### config.mk
export PLATFORM = sky130hd
export DESIGN_NAME = ring_deque_with_positional_insert_core
export DESIGN_NICKNAME = d
export VERILOG_FILES = /design/src/hdl/rdq_pkg.sv /design/src/hdl/ring_deque_with_positional_insert_core.sv /design/src/hdl/rdq_engine.sv
export SDC_FILE = /design/constraint.sdc
export NUM_CORES = 1
export LEC_CHECK = 0
export BUFFER_PORTS_ARGS = -buffer_cell sky130_fd_sc_hd__buf_2
export CORE_MARGIN = 5
export CORE_UTILIZATION = 50
export DETAILED_ROUTE_END_ITERATION = 10
export PLACE_DENSITY = 0.7
export SETUP_SLACK_MARGIN = 0.1
export SYNTH_ARGS = -nofsm -noshare
export SYNTH_HDL_FRONTEND = slang
export SYNTH_SLANG_ARGS = --single-unit
### constraint.sdc
create_clock -name clk -period 5.4 [get_ports clk]
set_clock_uncertainty 0.05 [all_clocks]
set_input_delay 1.08 -clock clk [delete_from_list [all_inputs] [get_ports clk]]
set_output_delay 1.08 -clock clk [all_outputs]
set_load 0.02 [all_outputs]
### src/hdl/rdq_pkg.sv
package rdq_pkg;

    // Store geometry.
    localparam int CAPACITY   = 32;
    localparam int DATA_WIDTH = 32;
    localparam int IDX_W      = $clog2(CAPACITY);
    localparam int CNT_W      = $clog2(CAPACITY + 1);
    localparam int POS_W      = 5;
    localparam int CMP_W      = (CNT_W > POS_W) ? CNT_W : POS_W;

    typedef logic [IDX_W-1:0]      idx_t;
    typedef logic [CNT_W-1:0]      cnt_t;
    typedef logic [DATA_WIDTH-1:0] data_t;

    // Action codes.
    localparam logic [2:0] ACT_PUSH_FRONT = 3'd0;
    localparam logic [2:0] ACT_POP_FRONT  = 3'd1;
    localparam logic [2:0] ACT_PUSH_BACK  = 3'd2;
    localparam logic [2:0] ACT_POP_BACK   = 3'd3;
    localparam logic [2:0] ACT_INSERT_AT  = 3'd4;
    localparam logic [2:0] ACT_REMOVE_AT  = 3'd5;
    localparam logic [2:0] ACT_READ_AT    = 3'd6;

    // Sequencer states.
    typedef enum logic [1:0] {
        ST_IDLE,
        ST_SHIFT,
        ST_PUT,
        ST_DONE
    } state_t;

    // Request item.
    typedef struct packed {
        logic [2:0]  action;
        logic [31:0] value;
        logic [4:0]  position;
    } req_t;

    // Response item.
    typedef struct packed {
        logic        ok;
        logic [31:0] read_value;
        logic [5:0]  count;
        logic        is_full;
        logic        is_empty;
    } rsp_t;

    // Control from the top level to the engine.
    typedef struct packed {
        logic start;
        logic res_take;
    } eng_ctl_t;

    // Status from the engine to the top level.
    typedef struct packed {
        logic idle;
        logic res_valid;
    } eng_stat_t;

    // Ring index plus one.
    function automatic idx_t idx_inc(input idx_t a);
        return (a == IDX_W'(CAPACITY - 1)) ? '0 : a + IDX_W'(1);
    endfunction

    // Ring index minus one.
    function automatic idx_t idx_dec(input idx_t a);
        return (a == '0) ? IDX_W'(CAPACITY - 1) : a - IDX_W'(1);
    endfunction

    // Ring index sum; both operands are below the capacity.
    function automatic idx_t idx_add(input idx_t a, input idx_t b);
        logic [IDX_W:0] s;
        s = {1'b0, a} + {1'b0, b};
        return (s >= (IDX_W + 1)'(CAPACITY)) ? IDX_W'(s - (IDX_W + 1)'(CAPACITY))
                                             : IDX_W'(s);
    endfunction

endpackage

### src/hdl/ring_deque_with_positional_insert_core.sv
// Double-ended queue of 32 elements of 32 bits held in a circular store.
// Request channel: req_valid, req_stall, req (action, value, position).
// Response channel: rsp_valid, rsp_stall, rsp (ok, read_value, count,
// is_full, is_empty). Every request gives exactly one response item.
// An item is taken when valid is high and stall is low at a clock edge.
// Push, pop and read go from acceptance straight to the done state, and
// the response item is then moved into the output register. Insert and
// remove at a position first move the shorter side of the contents one
// element per cycle through the store (insert then writes the new element
// in a final state) before the done state. Moves is at most half the count.
// req_stall is high from acceptance until the response leaves the engine,
// so one item is in work at a time. The response sits in an output
// register; a stalled receiver holds it there and the next response waits
// in the engine. Reset empties the queue (head and count cleared); the
// element store itself is not cleared, since only live elements are read.
module ring_deque_with_positional_insert_core (
    input  logic          clk,
    input  logic          rst_n,
    input  logic          req_valid,
    output logic          req_stall,
    input  rdq_pkg::req_t req,
    output logic          rsp_valid,
    input  logic          rsp_stall,
    output rdq_pkg::rsp_t rsp
);

    rdq_pkg::eng_ctl_t  ctl;
    rdq_pkg::eng_stat_t stat;
    rdq_pkg::rsp_t      eng_rsp;
    logic               rsp_valid_reg, rsp_valid_next;
    rdq_pkg::rsp_t      rsp_reg;

    rdq_engine u_engine (
        .clk   (clk),
        .rst_n (rst_n),
        .ctl   (ctl),
        .req   (req),
        .stat  (stat),
        .rsp   (eng_rsp)
    );

    // Handshake with the engine.
    assign req_stall    = !stat.idle;
    assign ctl.start    = req_valid && stat.idle;
    assign ctl.res_take = stat.res_valid && (!rsp_valid_reg || !rsp_stall);

    assign rsp_valid_next = ctl.res_take || (rsp_valid_reg && rsp_stall);

    // Output register.
    always_ff @(posedge clk or negedge rst_n)
    begin
        if (!rst_n)
        begin
            rsp_valid_reg <= 1'b0;
        end
        else
        begin
            rsp_valid_reg <= rsp_valid_next;
        end
    end

    always_ff @(posedge clk)
    begin
        if (ctl.res_take)
        begin
            rsp_reg <= eng_rsp;
        end
    end

    assign rsp_valid = rsp_valid_reg;
    assign rsp       = rsp_reg;

    // The count reported never exceeds the capacity.
    a_count_bound: assert property (@(posedge clk) disable iff (!rst_n)
        rsp_valid |-> rsp.count <= 6'(rdq_pkg::CAPACITY))
        else $error("count above capacity");

    // Full and empty flags agree with the count.
    a_flags: assert property (@(posedge clk) disable iff (!rst_n)
        rsp_valid |-> (rsp.is_full == (rsp.count == 6'(rdq_pkg::CAPACITY)))
                      && (rsp.is_empty == (rsp.count == 6'd0)))
        else $error("flags disagree with count");

    // A refused request returns zero data.
    a_refused_zero: assert property (@(posedge clk) disable iff (!rst_n)
        (rsp_valid && !rsp.ok) |-> rsp.read_value == 32'd0)
        else $error("refused request returned data");

    // After a request is taken the engine is busy in the next cycle.
    a_busy_after_accept: assert property (@(posedge clk) disable iff (!rst_n)
        (req_valid && !req_stall) |=> req_stall)
        else $error("second request taken while busy");

endmodule

### src/hdl/rdq_engine.sv
module rdq_engine (
    input  logic              clk,
    input  logic              rst_n,
    input  rdq_pkg::eng_ctl_t ctl,
    input  rdq_pkg::req_t     req,
    output rdq_pkg::eng_stat_t stat,
    output rdq_pkg::rsp_t     rsp
);

    rdq_pkg::state_t state_reg, state_next;
    rdq_pkg::idx_t   head_reg, head_next;
    rdq_pkg::cnt_t   cnt_reg, cnt_next;
    rdq_pkg::idx_t   src_reg, src_next;
    logic            dir_up_reg, dir_up_next;
    rdq_pkg::cnt_t   left_reg, left_next;
    logic            pend_reg, pend_next;
    rdq_pkg::idx_t   pend_dst_reg, pend_dst_next;
    rdq_pkg::idx_t   put_reg, put_next;
    rdq_pkg::data_t  put_val_reg, put_val_next;
    logic            ins_reg, ins_next;
    logic            ok_reg, ok_next;
    logic            rd_ok_reg, rd_ok_next;

    // Element store, one write port and one registered read port.
    rdq_pkg::data_t  mem [rdq_pkg::CAPACITY];
    rdq_pkg::data_t  rdata_reg;
    logic            wr_en;
    rdq_pkg::idx_t   wr_addr;
    rdq_pkg::data_t  wr_data;
    logic            rd_en;
    rdq_pkg::idx_t   rd_addr;

    // Sequencer: decodes the request, then, for insert and remove at a position, moves one element per cycle.
    always_comb
    begin
        logic [rdq_pkg::CMP_W-1:0] pos_c;
        logic [rdq_pkg::CMP_W-1:0] half_c;
        logic                      in_range;
        logic                      not_full;
        logic                      not_empty;
        logic                      back;
        rdq_pkg::idx_t             pos_idx;
        rdq_pkg::idx_t             at_pos;
        rdq_pkg::cnt_t             pos_n;

        state_next    = state_reg;
        head_next     = head_reg;
        cnt_next      = cnt_reg;
        src_next      = src_reg;
        dir_up_next   = dir_up_reg;
        left_next     = left_reg;
        pend_next     = 1'b0;
        pend_dst_next = pend_dst_reg;
        put_next      = put_reg;
        put_val_next  = put_val_reg;
        ins_next      = ins_reg;
        ok_next       = ok_reg;
        rd_ok_next    = rd_ok_reg;
        wr_en         = 1'b0;
        wr_addr       = pend_dst_reg;
        wr_data       = rdata_reg;
        rd_en         = 1'b0;
        rd_addr       = src_reg;

        pos_c     = rdq_pkg::CMP_W'(req.position);
        half_c    = rdq_pkg::CMP_W'(cnt_reg >> 1);
        in_range  = pos_c < rdq_pkg::CMP_W'(cnt_reg);
        not_full  = cnt_reg != rdq_pkg::CNT_W'(rdq_pkg::CAPACITY);
        not_empty = cnt_reg != '0;
        back      = pos_c > half_c;
        pos_idx   = rdq_pkg::IDX_W'(req.position);
        pos_n     = rdq_pkg::CNT_W'(req.position);
        at_pos    = rdq_pkg::idx_add(head_reg, pos_idx);

        unique case (state_reg)
            rdq_pkg::ST_IDLE:
            begin
                if (ctl.start)
                begin
                    ok_next    = 1'b0;
                    rd_ok_next = 1'b0;
                    ins_next   = 1'b0;
                    left_next  = '0;
                    state_next = rdq_pkg::ST_DONE;
                    case (req.action)
                        rdq_pkg::ACT_PUSH_FRONT:
                        begin
                            if (not_full)
                            begin
                                head_next = rdq_pkg::idx_dec(head_reg);
                                wr_en     = 1'b1;
                                wr_addr   = rdq_pkg::idx_dec(head_reg);
                                wr_data   = rdq_pkg::DATA_WIDTH'(req.value);
                                cnt_next  = cnt_reg + rdq_pkg::CNT_W'(1);
                                ok_next   = 1'b1;
                            end
                        end
                        rdq_pkg::ACT_POP_FRONT:
                        begin
                            if (not_empty)
                            begin
                                head_next = rdq_pkg::idx_inc(head_reg);
                                cnt_next  = cnt_reg - rdq_pkg::CNT_W'(1);
                                ok_next   = 1'b1;
                            end
                        end
                        rdq_pkg::ACT_PUSH_BACK:
                        begin
                            if (not_full)
                            begin
                                wr_en    = 1'b1;
                                wr_addr  = rdq_pkg::idx_add(head_reg,
                                                            rdq_pkg::IDX_W'(cnt_reg));
                                wr_data  = rdq_pkg::DATA_WIDTH'(req.value);
                                cnt_next = cnt_reg + rdq_pkg::CNT_W'(1);
                                ok_next  = 1'b1;
                            end
                        end
                        rdq_pkg::ACT_POP_BACK:
                        begin
                            if (not_empty)
                            begin
                                cnt_next = cnt_reg - rdq_pkg::CNT_W'(1);
                                ok_next  = 1'b1;
                            end
                        end
                        rdq_pkg::ACT_INSERT_AT:
                        begin
                            if (not_full && in_range)
                            begin
                                ok_next      = 1'b1;
                                ins_next     = 1'b1;
                                put_val_next = rdq_pkg::DATA_WIDTH'(req.value);
                                cnt_next     = cnt_reg + rdq_pkg::CNT_W'(1);
                                state_next   = rdq_pkg::ST_SHIFT;
                                if (back)
                                begin
                                    // Move the tail up by one, last element first.
                                    src_next    = rdq_pkg::idx_add(head_reg,
                                        rdq_pkg::IDX_W'(cnt_reg - rdq_pkg::CNT_W'(1)));
                                    dir_up_next = 1'b0;
                                    left_next   = cnt_reg - pos_n;
                                    put_next    = at_pos;
                                end
                                else
                                begin
                                    // Move the front down by one, first element first.
                                    src_next    = head_reg;
                                    dir_up_next = 1'b1;
                                    left_next   = pos_n;
                                    put_next    = rdq_pkg::idx_dec(at_pos);
                                    head_next   = rdq_pkg::idx_dec(head_reg);
                                end
                            end
                        end
                        rdq_pkg::ACT_REMOVE_AT:
                        begin
                            if (in_range)
                            begin
                                ok_next    = 1'b1;
                                cnt_next   = cnt_reg - rdq_pkg::CNT_W'(1);
                                state_next = rdq_pkg::ST_SHIFT;
                                if (back)
                                begin
                                    // Close the gap by pulling the tail down.
                                    src_next    = rdq_pkg::idx_inc(at_pos);
                                    dir_up_next = 1'b1;
                                    left_next   = cnt_reg - pos_n - rdq_pkg::CNT_W'(1);
                                end
                                else
                                begin
                                    // Close the gap by pushing the front up.
                                    src_next    = rdq_pkg::idx_dec(at_pos);
                                    dir_up_next = 1'b0;
                                    left_next   = pos_n;
                                    head_next   = rdq_pkg::idx_inc(head_reg);
                                end
                            end
                        end
                        rdq_pkg::ACT_READ_AT:
                        begin
                            if (in_range)
                            begin
                                rd_en      = 1'b1;
                                rd_addr    = at_pos;
                                rd_ok_next = 1'b1;
                                ok_next    = 1'b1;
                            end
                        end
                        default:
                        begin
                        end
                    endcase
                end
            end
            rdq_pkg::ST_SHIFT:
            begin
                // Write back the element read in the previous cycle.
                if (pend_reg)
                begin
                    wr_en = 1'b1;
                end
                if (left_reg != '0)
                begin
                    rd_en         = 1'b1;
                    rd_addr       = src_reg;
                    pend_next     = 1'b1;
                    pend_dst_next = dir_up_reg ? rdq_pkg::idx_dec(src_reg)
                                               : rdq_pkg::idx_inc(src_reg);
                    src_next      = dir_up_reg ? rdq_pkg::idx_inc(src_reg)
                                               : rdq_pkg::idx_dec(src_reg);
                    left_next     = left_reg - rdq_pkg::CNT_W'(1);
                end
                else
                begin
                    state_next = ins_reg ? rdq_pkg::ST_PUT : rdq_pkg::ST_DONE;
                end
            end
            rdq_pkg::ST_PUT:
            begin
                wr_en      = 1'b1;
                wr_addr    = put_reg;
                wr_data    = put_val_reg;
                state_next = rdq_pkg::ST_DONE;
            end
            rdq_pkg::ST_DONE:
            begin
                if (ctl.res_take)
                begin
                    state_next = rdq_pkg::ST_IDLE;
                end
            end
            default:
            begin
                state_next = rdq_pkg::ST_IDLE;
            end
        endcase
    end

    // Control registers.
    always_ff @(posedge clk or negedge rst_n)
    begin
        if (!rst_n)
        begin
            state_reg <= rdq_pkg::ST_IDLE;
            head_reg  <= '0;
            cnt_reg   <= '0;
            left_reg  <= '0;
            pend_reg  <= 1'b0;
            ins_reg   <= 1'b0;
            ok_reg    <= 1'b0;
            rd_ok_reg <= 1'b0;
        end
        else
        begin
            state_reg <= state_next;
            head_reg  <= head_next;
            cnt_reg   <= cnt_next;
            left_reg  <= left_next;
            pend_reg  <= pend_next;
            ins_reg   <= ins_next;
            ok_reg    <= ok_next;
            rd_ok_reg <= rd_ok_next;
        end
    end

    // Address and data registers.
    always_ff @(posedge clk)
    begin
        src_reg      <= src_next;
        dir_up_reg   <= dir_up_next;
        pend_dst_reg <= pend_dst_next;
        put_reg      <= put_next;
        put_val_reg  <= put_val_next;
    end

    // Element store.
    always_ff @(posedge clk)
    begin
        if (wr_en)
        begin
            mem[wr_addr] <= wr_data;
        end
        if (rd_en)
        begin
            rdata_reg <= mem[rd_addr];
        end
    end

    // Result fields; the read data stays put until the next read.
    assign rsp.ok         = ok_reg;
    assign rsp.read_value = rd_ok_reg ? 32'(rdata_reg) : 32'd0;
    assign rsp.count      = 6'(cnt_reg);
    assign rsp.is_full    = cnt_reg == rdq_pkg::CNT_W'(rdq_pkg::CAPACITY);
    assign rsp.is_empty   = cnt_reg == '0;

    assign stat.idle      = state_reg == rdq_pkg::ST_IDLE;
    assign stat.res_valid = state_reg == rdq_pkg::ST_DONE;

endmodule
# Word level (Yosys, flattened, before mapping)
# Memories as Yosys holds them, arrays and structs flattened. A register that Yosys moved wholly into a read port is not among the register bits.
# Cells that the tools add are included.
# W data, S select, Z words.
# word_totals
regBits	113
wordCells	187
latch_bits	0
output_inout_bits	43
mem_count	1
ram_bits	1024
romBits	0
# op_classes
bitwise_logic	0
n_reduce_logical	33
div	0
shifts	0
add_sub_neg	17
magnitude_cmp	5
mul	0
mux	83
eq_ne	29
# memory_table
memory	depth	width	read_ports	rd_ports_with_merged_regs	write_ports	line	source
u_engine.mem	32	32	1	1	1	rdq_engine.sv:25	rdq_pkg::data_t mem [rdq_pkg::CAPACITY];
# ops
op	count
$mux W5	31
$mux W32	3
$pmux W32 S2	1
$mux W6	10
$pmux W5 S2	4
$sub A5 B1 Y5 const B	6
$pmux W6 S2	2
$pmux W6 S4	1
$pmux W5 S4	1
$mux W1	19
$add A5 B5 Y6	3
$ge A6 B6 Y1 const B	3
$sub A6 B1 Y6 const B	3
$add A5 B1 Y5 const B	3
$eq A5 B5 Y1 const B	3
$logic_not A5 Y1	3
$ne A2 B1 Y1 const B	7
$reduce_bool A6 Y1	2
$mux W2	5
$ne A2 B2 Y1 const B	5
$eq A3 B3 Y1 const B	3
$reduce_and A9 Y1	1
$pmux W2 S4	1
$reduce_bool A4 Y1	2
other kinds (30)	45

# Logic depth before layout (Yosys ltp)
# logic_depth
word_depth	10
mapped_depth	16
ltp_nobuf	12

# Hierarchy
# From an unflattened synthesis, not the netlist that was laid out.
# hier_totals
cells_unflattened	3867
area_unflattened_um2	49711.4
# modules_own_cells
module	seq_area_each_um2	area_per_inst_um2	cells_each	n_inst
rdq_engine	33727.3	48426.4	3821	1
ring_deque_with_positional_insert_core	1256.2	1285.0	46	1

# Worst setup path before layout
# No wires, ideal clock.
# synth_timing
path_type	input -> register
start	input port req[0] in the netlist's numbering
end	register u_engine.put_reg[0] (enable)
required_ns	4.917
setup_time_ns	0.433
t_arrival_ns	4.213
slack_ns	0.704
cell_stages	9
cell_sequence	ha_1 > inv_1 > fa_1 > nand2_1 > o221ai_2 > nand2_1 > or4_1 > clkbuf_1 > nor2_1
# synth_between
elab_chain_cells	3
# synth_rtl
element	line	source
start: declaration	ring_deque_with_positional_insert_core.sv:21	input rdq_pkg::req_t req,
$lt A5 B6 Y1	rdq_engine.sv:67	in_range = pos_c < rdq_pkg::CMP_W'(cnt_reg);
$logic_and A1 B1 Y1	rdq_engine.sv:129	if (not_full && in_range)
$reduce_and A4 Y1 (no line)	n/a	
end signal: assignment	rdq_engine.sv:273	put_reg <= put_next;
end: declaration	rdq_engine.sv:18	rdq_pkg::idx_t put_reg, put_next;
# Every way passes these cells.
# A chain may end at the register's enable or synchronous reset.

# Worst setup path after layout
# layout_timing
start	register u_engine.state_reg[0]
end	memory u_engine.mem[30][3] in the netlist's numbering (enable)
# layout_between
elab_chain_cells	6
elab_cells_between_ends	10
classes_between	eq/ne (2); mux (6); reduce/logical (2)
# layout_rtl
element	line	source
start: declaration	rdq_engine.sv:10	rdq_pkg::state_t state_reg, state_next;
start signal: assignment	rdq_engine.sv:245	state_reg <= rdq_pkg::ST_IDLE;
start signal: assignment	rdq_engine.sv:256	state_reg <= state_next;
$logic_not A2 Y1	rdq_engine.sv:75, rdq_engine.sv:297	
$logic_and A1 B1 Y1	ring_deque_with_positional_insert_core.sv:44	assign ctl.start = req_valid && stat.idle;
$mux W1	rdq_engine.sv:78	if (ctl.start)
$pmux W1 S3	rdq_engine.sv:75	unique case (state_reg)
$mux W1	rdq_engine.sv:280	if (wr_en)
$mux W1 (not written as such)	rdq_engine.sv:282	mem[wr_addr] <= wr_data;
end: declaration	rdq_engine.sv:25	
# Parallel ways exist; a longest one is shown, timed or not.

==> impl_metrics.json <==
{
  "status": "completed",
  "cp_slowest_cell": "nor2_4",
  "synth_compound_area_share_pct": 7.07,
  "antenna_found_initial": 0,
  "clk_pin_slew_ns": 0.06,
  "cp-end-kind": "register",
  "htree_levels": 3,
  "path_buf_inv": 3,
  "ctsHoldBuffers": 0,
  "synth-warning-count": 0,
  "setup_tns_ns": 0,
  "rows": 113,
  "syn_nets": 3620,
  "cpPeakStageDelay_ns": 0.80,
  "dp_hpwl_mm": 71.9,
  "gr-total-overflow": 0,
  "gp_congestion": 0.840,
  "routedWlPerCell_um": 26.2,
  "vias": 30800,
  "cts_root_buf": "clkbuf_16",
  "postRouteWirelength_mm": 131,
  "worstMarginPinSlew_ns": 1.18,
  "r2r_end": "u_engine.mem[30][3]",
  "finalSetupViolCount": 0,
  "min_period_ns": 4.72,
  "drc": 0,
  "nNetsFinal": 3743,
  "clock_sinks": 1169,
  "netlist_top_cells_count": "edfxtp_1 (1,145), nand2_1 (951), nand3_1 (335)",
  "antennaDiodeCount": 0,
  "core_area_mm2": 0.0950,
  "final_layout_size_suffix_gt1_share_pct": 12.3,
  "first_pass_iters": 7,
  "via_per_inst": 6.16,
  "clk_latency_ns": 0.69,
  "grt_first_pass_wirelength_mm": 191,
  "dieArea_mm2": 0.102,
  "critPathRequiredTime_ns": 5.70,
  "synthArstFlopShare_pct": 2.05,
  "synth_area_per_cell_um2": 13.5,
  "synth_top_area_share_pct": 71.9,
  "yosysTopAreaCell": "edfxtp_1",
  "worst_path_most_repeated_cell": "buf_4",
  "syn_inst": 3530,
  "crit_fanout": 17,
  "rsz0062_at_grt": "false",
  "worstRegToRegCells": 12,
  "ir_worst_vdd_mv": 0.353,
  "synth-simple-area-share_pct": 13.2,
  "hold_violations": 0,
  "reg2reg_setup_slack_ns": 0.68,
  "tritoncts": "done",
  "fin_crit_sh_pct": 87.4,
  "powerDensity_mw_per_mm2": 625,
  "hold_path_class": "primary input to async pin",
  "criticalPathCategory": "register to register",
  "finalPower_w": 0.0338,
  "synthAdderAreaFrac_pct": 1.27,
  "ant_nets": 0,
  "synth_seq_cells": 1169,
  "yosysUniqueCellTypes": 65,
  "synth_edf_count": 1145,
  "postCtsSetupRepairBufs": 0,
  "port_buffers": 86,
  "syn-cell-area_mm2": 0.0478,
  "synth.area.mux_share_pct": 2.23,
  "die_w_um": 319,
  "start_kind": "register",
  "path_cells": "inv_1 -> ha_1 -> nand2_1 -> buf_4 -> a2111oi_4 -> o2111ai_1 -> a21oi_1 -> a221o_1 -> and2_1 -> nand2b_1 -> nor2_4 -> buf_4",
  "slew-limit-headroom_pct": 21.7,
  "synth_top_family_by_area": "simple AND/OR/NAND/NOR gates",
  "cts_max_path_buffers": 3,
  "drv_cap": 0,
  "die_height_um": 319,
  "cts_buffers": 112,
  "yosysSeqAreaShare_pct": 73.2,
  "crit_family": "compound AO/OA/AOI/OAI gates",
  "synthXorXnorAreaFrac_pct": 0.678,
  "first_iter_violations": 4463,
  "synthTopCellsByArea": "edfxtp_1 (72%), nand2_1 (7.5%), nand3_1 (3.5%)",
  "clock.fmax_mhz": 212,
  "syn2layout_area_growth_pct": 13.2,
  "postCtsResizedCells": 0,
  "r2r_start": "u_engine.state_reg[0]",
  "synth_most_common_cell": "edfxtp_1",
  "synth-main-ff-cell": "edfxtp_1",
  "leakage_nw": 18.4,
  "drv_slew": 0,
  "grt_usage_pct": 24.9,
  "io_pins": 87,
  "initial_core_util_pct": 50.3,
  "worstPathArrival_ns": 5.02,
  "grt_pass1_vias": 29300,
  "largest_reg_flops": 1024,
  "grt_max_degree": 87
}
==> worst reg2reg max path, stage by stage (launching register included) <==
cell       delay (ns)
dfrtp_1          0.44
inv_1            0.11
ha_1             0.44
nand2_1          0.14
buf_4            0.21
a2111oi_4        0.53
o2111ai_1        0.33
a21oi_1          0.26
a221o_1          0.24
and2_1           0.17
nand2b_1         0.23
nor2_4           0.80
buf_4            0.43
==> metrics by stage <==
stage / setup WS, ns / utilization, % / instance area [um^2] / instances / hold slack, ns
after floorplan: 0.704 / - / 47800 / 3530 / 0.369
after global placement: 0.606 / 53.3 / 50700 / 4804 / 0.379
after detailed placement: 0.488 / 53.3 / 50700 / 4804 / 0.384
after CTS: 0.715 / 56.9 / 54100 / 5009 / 0.346
after global routing: 0.502 / 56.9 / 54100 / 5009 / 0.391
final: 0.678 / 56.9 / 54100 / 5009 / 0.368
==> routing by layer <==
layer / up-vias / GRT usage (%) / wire length, um
met5: - / 0 / 0
met4: 0 / 9.05 / 5100
met3: 302 / 4.31 / 13700
met2: 1832 / 39.9 / 61800
met1: 15300 / 34.8 / 50500
li1: 13400 / - / -
==> layout by cell type (no fill, tap or decap), types with 12 or more instances in the layout <==
master,Yosys,final
nand3_1,335,335
edfxtp_1,1145,1145
clkbuf_1,81,25
dfrtp_1,24,24
nand2_1,951,949
buf_2,95,86
xnor2_1,31,31
o21ai_0,28,28
and2_1,36,36
a21oi_1,78,77
buf_12,0,33
nor2_1,75,40
a221o_1,35,35
clkinv_2,0,20
buf_4,14,101
inv_1,40,39
nand4_1,36,36
a32oi_1,96,96
clkbuf_16,0,114
mux2i_1,102,100
clkinv_1,1,31
ha_1,42,41
nor2_4,0,35
nand2b_1,14,12
a2111oi_2,31,30
a31oi_1,99,99
==> how the worst max path moves through the flow <==
stage | to | cells after the start | start
after CTS | u_engine.mem[30][3] | 12 | u_engine.state_reg[0]
after global routing | u_engine.mem[30][12] | 12 | u_engine.state_reg[0]
after global placement | u_engine.mem[28][5] | 10 | req_valid
final | u_engine.mem[30][3] | 12 | u_engine.state_reg[0]
after floorplan | u_engine.put_reg[0] | 9 | req[0]
after detailed placement | u_engine.rdata_reg[17] | 14 | req[3]
==> logic make-up (layout without fill, tap and decap cells) <==
| logic type | after synthesis | in the layout |
|---|---|---|
| and+or+nand+nor | 1483 | 1483 |
| DFF | 1169 | 1169 |
| AOI/OAI and AO/OA | 438 | 438 |
| buffers and inverters | 252 | 466 |
| muxes | 105 | 105 |
| adders and majority gates | 46 | 46 |
| xor gates and xnor gates | 37 | 37 |
==> final cells by class <==
type,count,area [um^2]
clock inverters,61,437
repair buffers,220,1850
inverters,41,154
clock buffers,144,3020
multi-input cells,2109,12100
fillers,7367,40900
well taps,1265,1580
flip-flops and latches,1169,35000
==> report_power, final <==
| group | switching, W | total (W) | internal, W |
|---|---|---|---|
| logic | 0.00889 | 0.0123 | 0.00345 |
| registers | 0.000578 | 0.0140 | 0.0135 |
| clock network | 0.00329 | 0.00745 | 0.00416 |
(Power assumes the default switching activity.)
